`config.mk`:
```
export PLATFORM = sky130hd
export DESIGN_NAME = cdsk_div_cell
export DESIGN_NICKNAME = d
export VERILOG_FILES = /design/src/cdsk_pkg.sv /design/src/cdsk_div_cell.sv
export SDC_FILE = /design/constraint.sdc
export NUM_CORES = 1
export LEC_CHECK = 0
export ABC_AREA = 0
export ABC_CLOCK_PERIOD_IN_PS = 900
export BUFFER_PORTS_ARGS = -buffer_cell sky130_fd_sc_hd__clkbuf_2
export CORE_MARGIN = 2
export CORE_UTILIZATION = 45
export DETAILED_ROUTE_END_ITERATION = 12
export PLACE_DENSITY = 0.84
export SYNTH_ARGS = -nofsm -noshare
export SYNTH_HDL_FRONTEND = slang
export SYNTH_SLANG_ARGS = --single-unit
```
`constraint.sdc`:
```
create_clock -name clk_i -period 0.9 [get_ports clk_i]
set_input_delay 0.045 -clock clk_i [delete_from_list [all_inputs] [get_ports clk_i]]
set_output_delay 0.045 -clock clk_i [all_outputs]
set_load 0.01 [all_outputs]
```
`src/cdsk_pkg.sv`:
```
`timescale 1ns / 1ps
`default_nettype none
package cdsk_pkg;

  localparam int unsigned CoordBits  = 16;
  localparam int unsigned DivSteps   = 30;
  localparam int unsigned RotStages  = 16;
  localparam int unsigned RemBits    = CoordBits + 1;
  localparam int unsigned RotBits    = 34;
  localparam logic [31:0] KinvQ32    = 32'h9B74EDA8;

  typedef struct packed {
    logic neg_x;
    logic neg_y;
    logic x_major;
    logic zero;
  } ctx_t;

  typedef struct packed {
    logic [RemBits-1:0]   rem;
    logic [CoordBits-1:0] a;
    logic [DivSteps-1:0]  q;
    ctx_t                 ctx;
  } div_t;

  typedef struct packed {
    logic signed [RotBits-1:0] x;
    logic signed [RotBits-1:0] y;
    logic signed [RotBits-1:0] z;
    ctx_t                      ctx;
  } rot_t;

  function automatic logic [31:0] atan_turn(input logic [4:0] idx);
    logic [31:0] v;
    case (idx)
      5'd0:  v = 32'h20000000;
      5'd1:  v = 32'h12E4051E;
      5'd2:  v = 32'h09FB385B;
      5'd3:  v = 32'h051111D4;
      5'd4:  v = 32'h028B0D43;
      5'd5:  v = 32'h0145D7E1;
      5'd6:  v = 32'h00A2F61E;
      5'd7:  v = 32'h00517C55;
      5'd8:  v = 32'h0028BE53;
      5'd9:  v = 32'h00145F2F;
      5'd10: v = 32'h000A2F98;
      5'd11: v = 32'h000517CC;
      5'd12: v = 32'h00028BE6;
      5'd13: v = 32'h000145F3;
      5'd14: v = 32'h0000A2FA;
      5'd15: v = 32'h0000517D;
      5'd16: v = 32'h000028BE;
      5'd17: v = 32'h0000145F;
      5'd18: v = 32'h00000A30;
      5'd19: v = 32'h00000518;
      5'd20: v = 32'h0000028C;
      5'd21: v = 32'h00000146;
      5'd22: v = 32'h000000A3;
      5'd23: v = 32'h00000051;
      5'd24: v = 32'h00000029;
      5'd25: v = 32'h00000014;
      5'd26: v = 32'h0000000A;
      5'd27: v = 32'h00000005;
      5'd28: v = 32'h00000003;
      5'd29: v = 32'h00000001;
      5'd30: v = 32'h00000001;
      default: v = 32'h00000000;
    endcase
    return v;
  endfunction

endpackage
`default_nettype wire

```
`src/cdsk_div_cell.sv`:
```
`timescale 1ns / 1ps
`default_nettype none
module cdsk_div_cell (
  input  wire logic          clk_i,
  input  wire logic          rst_ni,
  input  wire logic          en_i,
  input  wire logic          valid_i,
  input  wire cdsk_pkg::div_t d_i,
  output logic               valid_o,
  output cdsk_pkg::div_t     d_o
);
  import cdsk_pkg::*;

  logic               ge;
  logic [RemBits-1:0] rem_sub;
  div_t               d_d;
  div_t               d_q;
  logic               valid_q;

  // one restoring step: quotient bit, then shift the partial remainder
  always_comb begin
    ge      = d_i.rem >= {1'b0, d_i.a};
    rem_sub = ge ? (d_i.rem - {1'b0, d_i.a}) : d_i.rem;
    d_d     = d_i;
    d_d.rem = {rem_sub[RemBits-2:0], 1'b0};
    d_d.q   = {d_i.q[DivSteps-2:0], ge};
  end

  always_ff @(posedge clk_i or negedge rst_ni) begin
    if (!rst_ni) begin
      valid_q <= 1'b0;
    end else if (en_i) begin
      valid_q <= valid_i;
    end
  end

  always_ff @(posedge clk_i) begin
    if (en_i) begin
      d_q <= d_d;
    end
  end

  assign valid_o = valid_q;
  assign d_o     = d_q;
endmodule
`default_nettype wire

```
==> flow_metrics.env <==
export IMPL_design_area_mm2=0.005630
export IMPL_num_antenna_cells=0
export IMPL_firstDrtPassIters=5
export IMPL_crit_slowest_cell="mux2_4"
export IMPL_vias=3118
export IMPL_drt_total_wl_mm=12.07
export IMPL_outcome="finished, violations left"
export IMPL_holdWs_ns=0.005706
export IMPL_drtIter0Drc=385
export IMPL_violations="setup timing"
export IMPL_cts_tree="yes"
export IMPL_synth_edf_count=66
export IMPL_ant_nets=0
export IMPL_die_height_um=88.25
export IMPL_cp_cell_sequence="buf_8 -> ha_4 -> a21o_1 -> a211o_1 -> a41o_1 -> a31oi_4 -> o21a_4 -> inv_8 -> mux2_4"
export IMPL_slew_violations=0
export IMPL_dr_max_layer_used="met4"
export IMPL_grt_start_max_net_pins=45
export IMPL_numClockSinks=67
export IMPL_cts_buffers=9
export IMPL_setup_ws_ns=-0.8559
export IMPL_leakagePower_nw=2.527
export IMPL_dp_cells=503
export IMPL_path_clk_slew_ns=0.08
export IMPL_mostFrequentLayoutCell="clkbuf_2"
export IMPL_viasPerCell=5.394
export IMPL_drv_cap=0
export IMPL_start_kind="primary input"
export IMPL_hold_viol_final=0
export IMPL_grt_pass1_vias=3159
export IMPL_final_cell_mix="clkbuf_2, edfxtp_1, buf_4, dlygate4sd3_1"
export IMPL_syn2layout_area_growth_pct=76.26
export IMPL_ys_async_sr_fraction_pct=1.493
export IMPL_coreArea_mm2=0.006832
export IMPL_grtUsageTotal_pct=28.68
export IMPL_route_met2_wl_mm=5.969
export IMPL_grt_pass1_wl_mm=16.32
export IMPL_drc=0
export IMPL_worst_setup_path_type="in -> reg"
export IMPL_critPathCaptureType="flip-flop"
export IMPL_start_util_pct=46.76
export IMPL_nFillCells=357
export IMPL_io_buffers=136
export IMPL_ys_seq_area_share_pct=62.83
export IMPL_clk_latency_ns=0.35
export IMPL_p_total_w=0.009645
export IMPL_synth_cell_types=46
export IMPL_htreeDepth=3
export IMPL_fin_crit_sh_pct=195.1
export IMPL_cp_required_ns=1.00
export IMPL_syn_inst=226
export IMPL_cpPeakStageDelay_ns=0.30
export IMPL_fin_skew_ns=0
export IMPL_cts_root_buf="clkbuf_8"
export IMPL_die_w_um=88.25
export IMPL_wl_met1_mm=4.452
export IMPL_cts_buffer_depth=2
export IMPL_stdcell_count=578
export IMPL_synth_seq_cells=67
export IMPL_grt_overflow=0
export IMPL_wl_met3_mm=1.062
export IMPL_timing_fmax_mhz=569.5
export IMPL_syn_area_mm2=0.003194
export IMPL_setup_viol_count_final=66
export IMPL_syn_avg_cell_area_um2=14.13
export IMPL_post_dp_cell_area_mm2=0.004499
export IMPL_rsz0062_at_grt="true"
export IMPL_drive_gt1_share_pct=55.60
export IMPL_fin_util_pct=82.42
export IMPL_fin_crit_ns=1.756
export IMPL_ir_worst_vdd_uv=1056
export IMPL_antenna_found_initial=0
export IMPL_power_density_mw_per_mm2=1713
export IMPL_die_area_mm2=0.007788
export IMPL_hpwl_mm=6.114
export IMPL_nets=565
export IMPL_finalWeightedCongestion=0.8333
export IMPL_ys_warn_count=0
export IMPL_worstPathMaxFanout=7
export IMPL_wire_per_inst_um=20.89
export IMPL_rows=30
export IMPL_hp_class="in -> async"
export IMPL_syn_num_nets=314
export IMPL_ys_flop_type="edfxtp_1"
export IMPL_crit_arrival_ns=1.85
export IMPL_io_pins=139
## kinds of logic (layout without fill, tap and decap cells)
| logic type | after synthesis | after routing | synth area share, % |
|---|---|---|---|
| AO/OA/AOI/OAI | 45 | 45 | 10.22 |
| XOR/XNOR | 12 | 12 | 3.290 |
| adder cells (fa/ha/maj) | 17 | 17 | 6.894 |
| buffers and inverters | 32 | 288 | 4.701 |
| flip-flops | 67 | 67 | 62.83 |
| multiplexers | 16 | 16 | 6.463 |
| other | 1 | 1 | 0.1174 |
| AND/OR/NAND/NOR | 36 | 36 | 5.484 |
## worst max-delay path, delay by kind of cell
| kind | cells | cell delay [ns] |
|---|---|---|
| AO/OA/AOI/OAI | 5 | 1.10 |
| adder cells (fa/ha/maj) | 1 | 0.23 |
| buffers and inverters | 2 | 0.18 |
| multiplexers | 1 | 0.30 |
## cell usage after synthesis (all sizes together) (4+ instances only)
| cell type | n | share of area (%) |
|---|---|---|
| xnor2 | 8 | 2.2 |
| a21oi | 10 | 1.6 |
| inv | 25 | 3.0 |
| edfxtp | 66 | 62 |
| nand2 | 13 | 1.5 |
| o21bai | 4 | 0.94 |
| nor2 | 9 | 1.1 |
| ha | 16 | 6.3 |
| clkbuf | 4 | 0.47 |
| o21ai | 9 | 1.4 |
| a31oi | 4 | 1.3 |
| xor2 | 4 | 1.1 |
| mux2 | 13 | 5.5 |
## final cells by class
| cell class | instances | area (µm²) | area share (%) |
|---|---|---|---|
| clock buffers | 10 | 127.6 | 2.267 |
| well taps | 96 | 120.1 | 2.133 |
| inverters | 25 | 118.9 | 2.111 |
| clock inverters | 6 | 113.9 | 2.022 |
| multi-input cells | 127 | 1330 | 23.62 |
| repair buffers | 246 | 1802 | 32.00 |
| flip-flops and latches | 67 | 2007 | 35.64 |
| repair inverters | 1 | 11.26 | 0.2000 |
## power by group
group | total (W) | internal [W] | leakage (nW) | switching [W]
Clock | 0.00315 | 0.00185 | 0.113 | 0.00130
Combinational | 0.00258 | 0.00136 | 1.76 | 0.00122
Sequential | 0.00392 | 0.00380 | 0.658 | 0.000119
## sequential cells by signal, summed over array words and instances, names as in the netlist
register	count
valid_o	1
d_o	66
## path summary, 6_finish.rpt
path / start / slack, ns / endpoint / depth (start not counted)
setup / recovery: d_i[64] / -0.86 / d_o[60]$_DFFE_PP_ / 9
hold / removal: rst_ni / 0.006 / valid_o$_DFFE_PN0P_ / 2
setup reg to reg: valid_o$_DFFE_PN0P_ / -0.05 / valid_o$_DFFE_PN0P_ / 2
hold reg to reg: valid_o$_DFFE_PN0P_ / 0.71 / valid_o$_DFFE_PN0P_ / 2
max in group asynchronous: rst_ni / 0.81 / valid_o$_DFFE_PN0P_ / 2
min in group clk_i: d_i[53] / 0.01 / d_o[54]$_DFFE_PP_ / 2
## per-stage QoR
step / setup WS [ns] / TNS (ns)
after floorplan: -1.184 / -17.67
after global placement: -1.227 / -19.33
after detailed placement: -1.326 / -20.53
after CTS: -0.8282 / -13.84
after global routing: -0.8591 / -16.66
final: -0.8559 / -15.05
## timing repair
action,4_1_cts,5_1_grt
resized for setup,29,55
gates cloned,1,0
pin swaps,7,16
setup buffers,4,5
hold endpoints to repair,51,0
hold buffers,51,0
setup endpoints to repair,58,84
## layer usage
metal  GRT usage (%)  up-vias
li1                -     1342
met1           33.17     1487
met2           49.21      232
met3           8.209       57
met4           13.50        0
met5               0        -
Power figures use the tool's default switching activity.
