**src/cdsk_pkg.sv**
```systemverilog
`timescale 1ns / 1ps
`default_nettype none
package cdsk_pkg;

  localparam int unsigned CoordBits  = 16;
  localparam int unsigned DivSteps   = 30;
  localparam int unsigned RotStages  = 16;
  localparam int unsigned RemBits    = CoordBits + 1;
  localparam int unsigned RotBits    = 34;
  localparam logic [31:0] KinvQ32    = 32'h9B74EDA8;

  typedef struct packed {
    logic neg_x;
    logic neg_y;
    logic x_major;
    logic zero;
  } ctx_t;

  typedef struct packed {
    logic [RemBits-1:0]   rem;
    logic [CoordBits-1:0] a;
    logic [DivSteps-1:0]  q;
    ctx_t                 ctx;
  } div_t;

  typedef struct packed {
    logic signed [RotBits-1:0] x;
    logic signed [RotBits-1:0] y;
    logic signed [RotBits-1:0] z;
    ctx_t                      ctx;
  } rot_t;

  function automatic logic [31:0] atan_turn(input logic [4:0] idx);
    logic [31:0] v;
    case (idx)
      5'd0:  v = 32'h20000000;
      5'd1:  v = 32'h12E4051E;
      5'd2:  v = 32'h09FB385B;
      5'd3:  v = 32'h051111D4;
      5'd4:  v = 32'h028B0D43;
      5'd5:  v = 32'h0145D7E1;
      5'd6:  v = 32'h00A2F61E;
      5'd7:  v = 32'h00517C55;
      5'd8:  v = 32'h0028BE53;
      5'd9:  v = 32'h00145F2F;
      5'd10: v = 32'h000A2F98;
      5'd11: v = 32'h000517CC;
      5'd12: v = 32'h00028BE6;
      5'd13: v = 32'h000145F3;
      5'd14: v = 32'h0000A2FA;
      5'd15: v = 32'h0000517D;
      5'd16: v = 32'h000028BE;
      5'd17: v = 32'h0000145F;
      5'd18: v = 32'h00000A30;
      5'd19: v = 32'h00000518;
      5'd20: v = 32'h0000028C;
      5'd21: v = 32'h00000146;
      5'd22: v = 32'h000000A3;
      5'd23: v = 32'h00000051;
      5'd24: v = 32'h00000029;
      5'd25: v = 32'h00000014;
      5'd26: v = 32'h0000000A;
      5'd27: v = 32'h00000005;
      5'd28: v = 32'h00000003;
      5'd29: v = 32'h00000001;
      5'd30: v = 32'h00000001;
      default: v = 32'h00000000;
    endcase
    return v;
  endfunction

endpackage
`default_nettype wire

```
**src/cdsk_rot_cell.sv**
```systemverilog
`timescale 1ns / 1ps
`default_nettype none
module cdsk_rot_cell (
  input  wire logic          clk_i,
  input  wire logic          rst_ni,
  input  wire logic          en_i,
  input  wire logic [4:0]    idx_i,
  input  wire logic          valid_i,
  input  wire cdsk_pkg::rot_t d_i,
  output logic               valid_o,
  output cdsk_pkg::rot_t     d_o
);
  import cdsk_pkg::*;

  logic signed [RotBits-1:0] dx;
  logic signed [RotBits-1:0] dy;
  logic signed [RotBits-1:0] ang;
  rot_t                      d_d;
  rot_t                      d_q;
  logic                      valid_q;

  always_comb begin
    dx  = d_i.y >>> idx_i;
    dy  = d_i.x >>> idx_i;
    ang = $signed({{(RotBits-32){1'b0}}, atan_turn(idx_i)});
    d_d = d_i;
    if (d_i.z >= 0) begin
      d_d.x = d_i.x - dx;
      d_d.y = d_i.y + dy;
      d_d.z = d_i.z - ang;
    end else begin
      d_d.x = d_i.x + dx;
      d_d.y = d_i.y - dy;
      d_d.z = d_i.z + ang;
    end
  end

  always_ff @(posedge clk_i or negedge rst_ni) begin
    if (!rst_ni) begin
      valid_q <= 1'b0;
    end else if (en_i) begin
      valid_q <= valid_i;
    end
  end

  always_ff @(posedge clk_i) begin
    if (en_i) begin
      d_q <= d_d;
    end
  end

  assign valid_o = valid_q;
  assign d_o     = d_q;
endmodule
`default_nettype wire

```
**config.mk**
```make
export PLATFORM = sky130hd
export DESIGN_NAME = cdsk_rot_cell
export DESIGN_NICKNAME = d
export VERILOG_FILES = /design/src/cdsk_pkg.sv /design/src/cdsk_rot_cell.sv
export SDC_FILE = /design/constraint.sdc
export NUM_CORES = 1
export LEC_CHECK = 0
export ABC_AREA = 1
export BUFFER_PORTS_ARGS = -buffer_cell sky130_fd_sc_hd__buf_2
export CELL_PAD_IN_SITES_DETAIL_PLACEMENT = 1
export CELL_PAD_IN_SITES_GLOBAL_PLACEMENT = 1
export CORE_ASPECT_RATIO = 1.25
export CORE_UTILIZATION = 45
export CTS_BUF_LIST = sky130_fd_sc_hd__clkbuf_16
export DETAILED_ROUTE_END_ITERATION = 16
export PLACE_DENSITY = 0.95
export SKIP_CTS_REPAIR_TIMING = 1
export SLEW_MARGIN = 20
export SYNTH_ARGS = -nofsm -noshare
export SYNTH_HDL_FRONTEND = slang
export SYNTH_SLANG_ARGS = --single-unit
export TNS_END_PERCENT = 100
```
**constraint.sdc**
```tcl
create_clock -name clk_i -period 1.9 [get_ports clk_i]
set_clock_uncertainty 0.1 [all_clocks]
set_input_delay 0.38 -clock clk_i [delete_from_list [all_inputs] [get_ports clk_i]]
set_output_delay 0.38 -clock clk_i [all_outputs]
set_load 0.02 [all_outputs]
```
==> qor.yml, run 1 <==
status: "did not finish"
stop_stage: "3_5_place_dp"
tool.error: "[ERROR DPL-0033] detailed placement checks failed during check placement."
synth.largest_area_cell: "edfxtp_1"
ys_types: 58
netlist.area_leader.share_pct: 20.6
synth_area_um2: 15500
synth_edf_count: 106
rows: 75
dp_hpwl_mm: 88.5
synth_common_cells: "800 x nand2_1, 391 x nand3_1, 220 x inv_1"
start_util_pct: 45.9
syn-instance-count: 2492
ys_ff_latch: 107
ys_seq_area_share_pct: 20.7
synth_nets: 2720
ios: 222
syn_avg_cell_area_um2: 6.21
die_y_um: 209
portBuffers: 221
die_w_um: 168
synth.most_common_cell: "nand2_1"
gp_congestion: 1.06
ys.flop_type: "edfxtp_1"
async_reset_ff_share_pct: 0.935
yosys_warnings: 0
synthTopCellsByArea: "edfxtp_1 21%, nand2_1 19%, nand3_1 13%"
per-stage QoR:
step | setup WS [ns] | area [um^2] | TNS, ns
after floorplan | -2.23 | 16100 | -155.25
after global placement | -2.74 | 23000 | -217.35
kinds of logic after synthesis:
group | count (synthesis) | share of synthesized area (%)
flip-flops | 107 | 20.7
multiplexers | 1 | 0.0728
AO/OA/AOI/OAI | 319 | 11.7
buffers and inverters | 320 | 8.67
XOR/XNOR | 160 | 9.06
AND/OR/NAND/NOR | 1472 | 40.4
adder cells (fa/ha/maj) | 113 | 9.28
==> inputs of run 2 (changes only) <==
--- a/config.mk
+++ b/config.mk
@@ -7,13 +7,9 @@
 export LEC_CHECK = 0
 export ABC_AREA = 1
 export BUFFER_PORTS_ARGS = -buffer_cell sky130_fd_sc_hd__buf_2
-export CELL_PAD_IN_SITES_DETAIL_PLACEMENT = 1
-export CELL_PAD_IN_SITES_GLOBAL_PLACEMENT = 1
-export CORE_ASPECT_RATIO = 1.25
-export CORE_UTILIZATION = 45
-export CTS_BUF_LIST = sky130_fd_sc_hd__clkbuf_16
+export CORE_UTILIZATION = 40
 export DETAILED_ROUTE_END_ITERATION = 16
-export PLACE_DENSITY = 0.95
+export PLACE_DENSITY_LB_ADDON = 0.15
 export SKIP_CTS_REPAIR_TIMING = 1
 export SLEW_MARGIN = 20
 export SYNTH_ARGS = -nofsm -noshare
==> run 2 against run 1 <==
Effect of this change:
- synthesized cell count unchanged
- area after synthesis is the same
- the flow now finishes, with violations (negative setup slack)
==> qor.yml, run 2 <==
status: "finished, violations left"
violations: "negative setup slack"
critPathBufInv: 9
dieArea_um2: 39500
synth_edf_count: 106
nFillCells: 3167
cts.sinks: 107
setup_slack_ns: -2.36
grt_max_degree: 56
synth.most_common_cell: "nand2_1"
rows: 71
hold_viol_final: 0
async_reset_ff_share_pct: 0.935
vdd.ir_drop.worst_mv: 0.687
crit_path_top_delay_cell: "a211oi_2"
min_period_ns: 4.26
drt_pass1_iterations: 6
drt_wl_total_mm: 71.2
power.leakage_nw: 13.6
layout_commonest_cell: "buf_4"
ys_ff_latch: 107
grt_pass1_wl_mm: 102
maxCapViolCount: 0
yosys_warnings: 0
synthTopCellsByArea: "edfxtp_1 21%, nand2_1 19%, nand3_1 13%"
antenna_found_initial: 2
drt_iter0_markers: 1539
ios: 222
die_y_um: 199
start_kind: "input port"
syn-instance-count: 2492
fin_crit_sh_pct: 224
routedWlPerCell_um: 17.7
drive_above_1_share_pct: 48.0
route.detailed.drc: 0
min_from: "d_i[2]"
synth_area_um2: 15500
regArea_um2: 3210
cpPeakStageDelay_ns: 0.33
critPathTopFamily: "simple AND/OR/NAND/NOR gates"
cp.required_ns: 1.95
netlist.area_leader.share_pct: 20.6
clockRootBuffer: "clkbuf_16"
hold_class: "input port to flop"
synth.largest_area_cell: "edfxtp_1"
path_common_cell: "nand2_1"
worst_setup_path_end_kind: "flop"
insertion_delay_ns: 0.40
reg2reg_from: "valid_o"
power.density_nw_per_um2: 686
multi_input_area_um2: 13500
largest_reg_flops: 106
htree_levels: 3
crit_start: "idx_i[1]"
die_w_um: 199
drtAntennaViolNets: 0
portBuffers: 221
arrival_ns: 4.31
cts_buffer_depth: 2
ys.flop_type: "edfxtp_1"
layout_common_cells: "824 x buf_4, 658 x nand2_1, 286 x nand3_1"
syn_avg_cell_area_um2: 6.21
start_util_pct: 40.9
hold_slack_ns: 0.0571
dp_hpwl_mm: 55.9
coreArea_um2: 37800
fin_util_pct: 70.8
grt_pass1_vias: 19642
synthToLayoutAreaGrowth_pct: 73.1
tritoncts: "done"
worst_slew_pin_slew_ns: 0.622
grt_usage_pct: 33.2
numCtsBuffers: 9
worstPathMaxFanout: 7
gp_congestion: 1.00
ys_types: 58
rsz0062_at_grt: "yes"
max_freq_mhz: 235
finalNetCount: 3741
synth_nets: 2720
num_vias: 21190
vias_per_cell: 5.26
synth_common_cells: "800 x nand2_1, 391 x nand3_1, 220 x inv_1"
clkTransAtPathRegs_ns: 0.08
slew_violations: 0
critPathKind: "input port to flop"
ys_seq_area_share_pct: 20.7
setup_violations: 100
grt_overflow_total: 0
slew_headroom_pct: 58.2
## run 2: cell counts after synthesis
No cell type changed its count.
## run 2: area by class of cell
cell class              count  area share, %
multi-input cells        2065           50.5
flip-flops and latches    107           12.0
repair inverters            1         0.0327
diodes                      2         0.0187
well taps                 511           2.39
inverters                 233           3.38
repair buffers           1096           30.6
clock buffers              10          0.892
clock inverters             6          0.266
## run 2: per-stage QoR
stage                     setup WS [ns]  cells  instance area [um^2]  power, mW  setup TNS (ns)
after global placement            -3.43   3947                 23600       14.4         -229.63
after global routing              -2.57   4031                 26800       19.5         -191.93
final                             -2.36   4031                 26800       18.4         -176.45
after detailed placement          -3.49   3947                 23600       14.6         -236.29
after CTS                         -3.08   3963                 23900       16.7         -194.08
after floorplan                   -2.23   2492                 16100       9.36         -155.25
## run 2: power breakdown
part / switching (mW) / internal [mW] / total, mW
Sequential: 0.148 / 3.49 / 3.64
Clock: 0.999 / 1.07 / 2.07
Combinational: 6.80 / 5.86 / 12.7
Total: 7.94 / 10.4 / 18.4
## run 2: layer usage
metal  global-route usage (%)  part of all wire, %
met5                        0                    0
met4                     11.0                  3.8
met3                     2.59                  5.5
met2                     55.4                   47
met1                     45.0                   44
## run 2: path summary, 6_finish.rpt
path	cells after the start	end	slack (ns)
setup / recovery	34	d_o[71]	-2.36
hold / removal	1	d_o[2]	0.06
setup reg to reg	1	valid_o	1.05
hold reg to reg	1	valid_o	0.42
max in group asynchronous	2	valid_o	1.43
min in group asynchronous	2	valid_o	0.18
## run 2: kinds of logic (layout without fill, tap and decap cells)
logic type / Yosys count / in the layout / share of synthesized area, %
XOR/XNOR: 160 / 160 / 9.06
multiplexers: 1 / 1 / 0.0728
adder cells (fa/ha/maj): 113 / 113 / 9.28
AND/OR/NAND/NOR: 1472 / 1472 / 40.4
flip-flops: 107 / 107 / 20.7
buffers and inverters: 320 / 1346 / 8.67
AO/OA/AOI/OAI: 319 / 319 / 11.7
other: 0 / 2 / 0
Note: power is estimated with default switching activity, not from simulation.
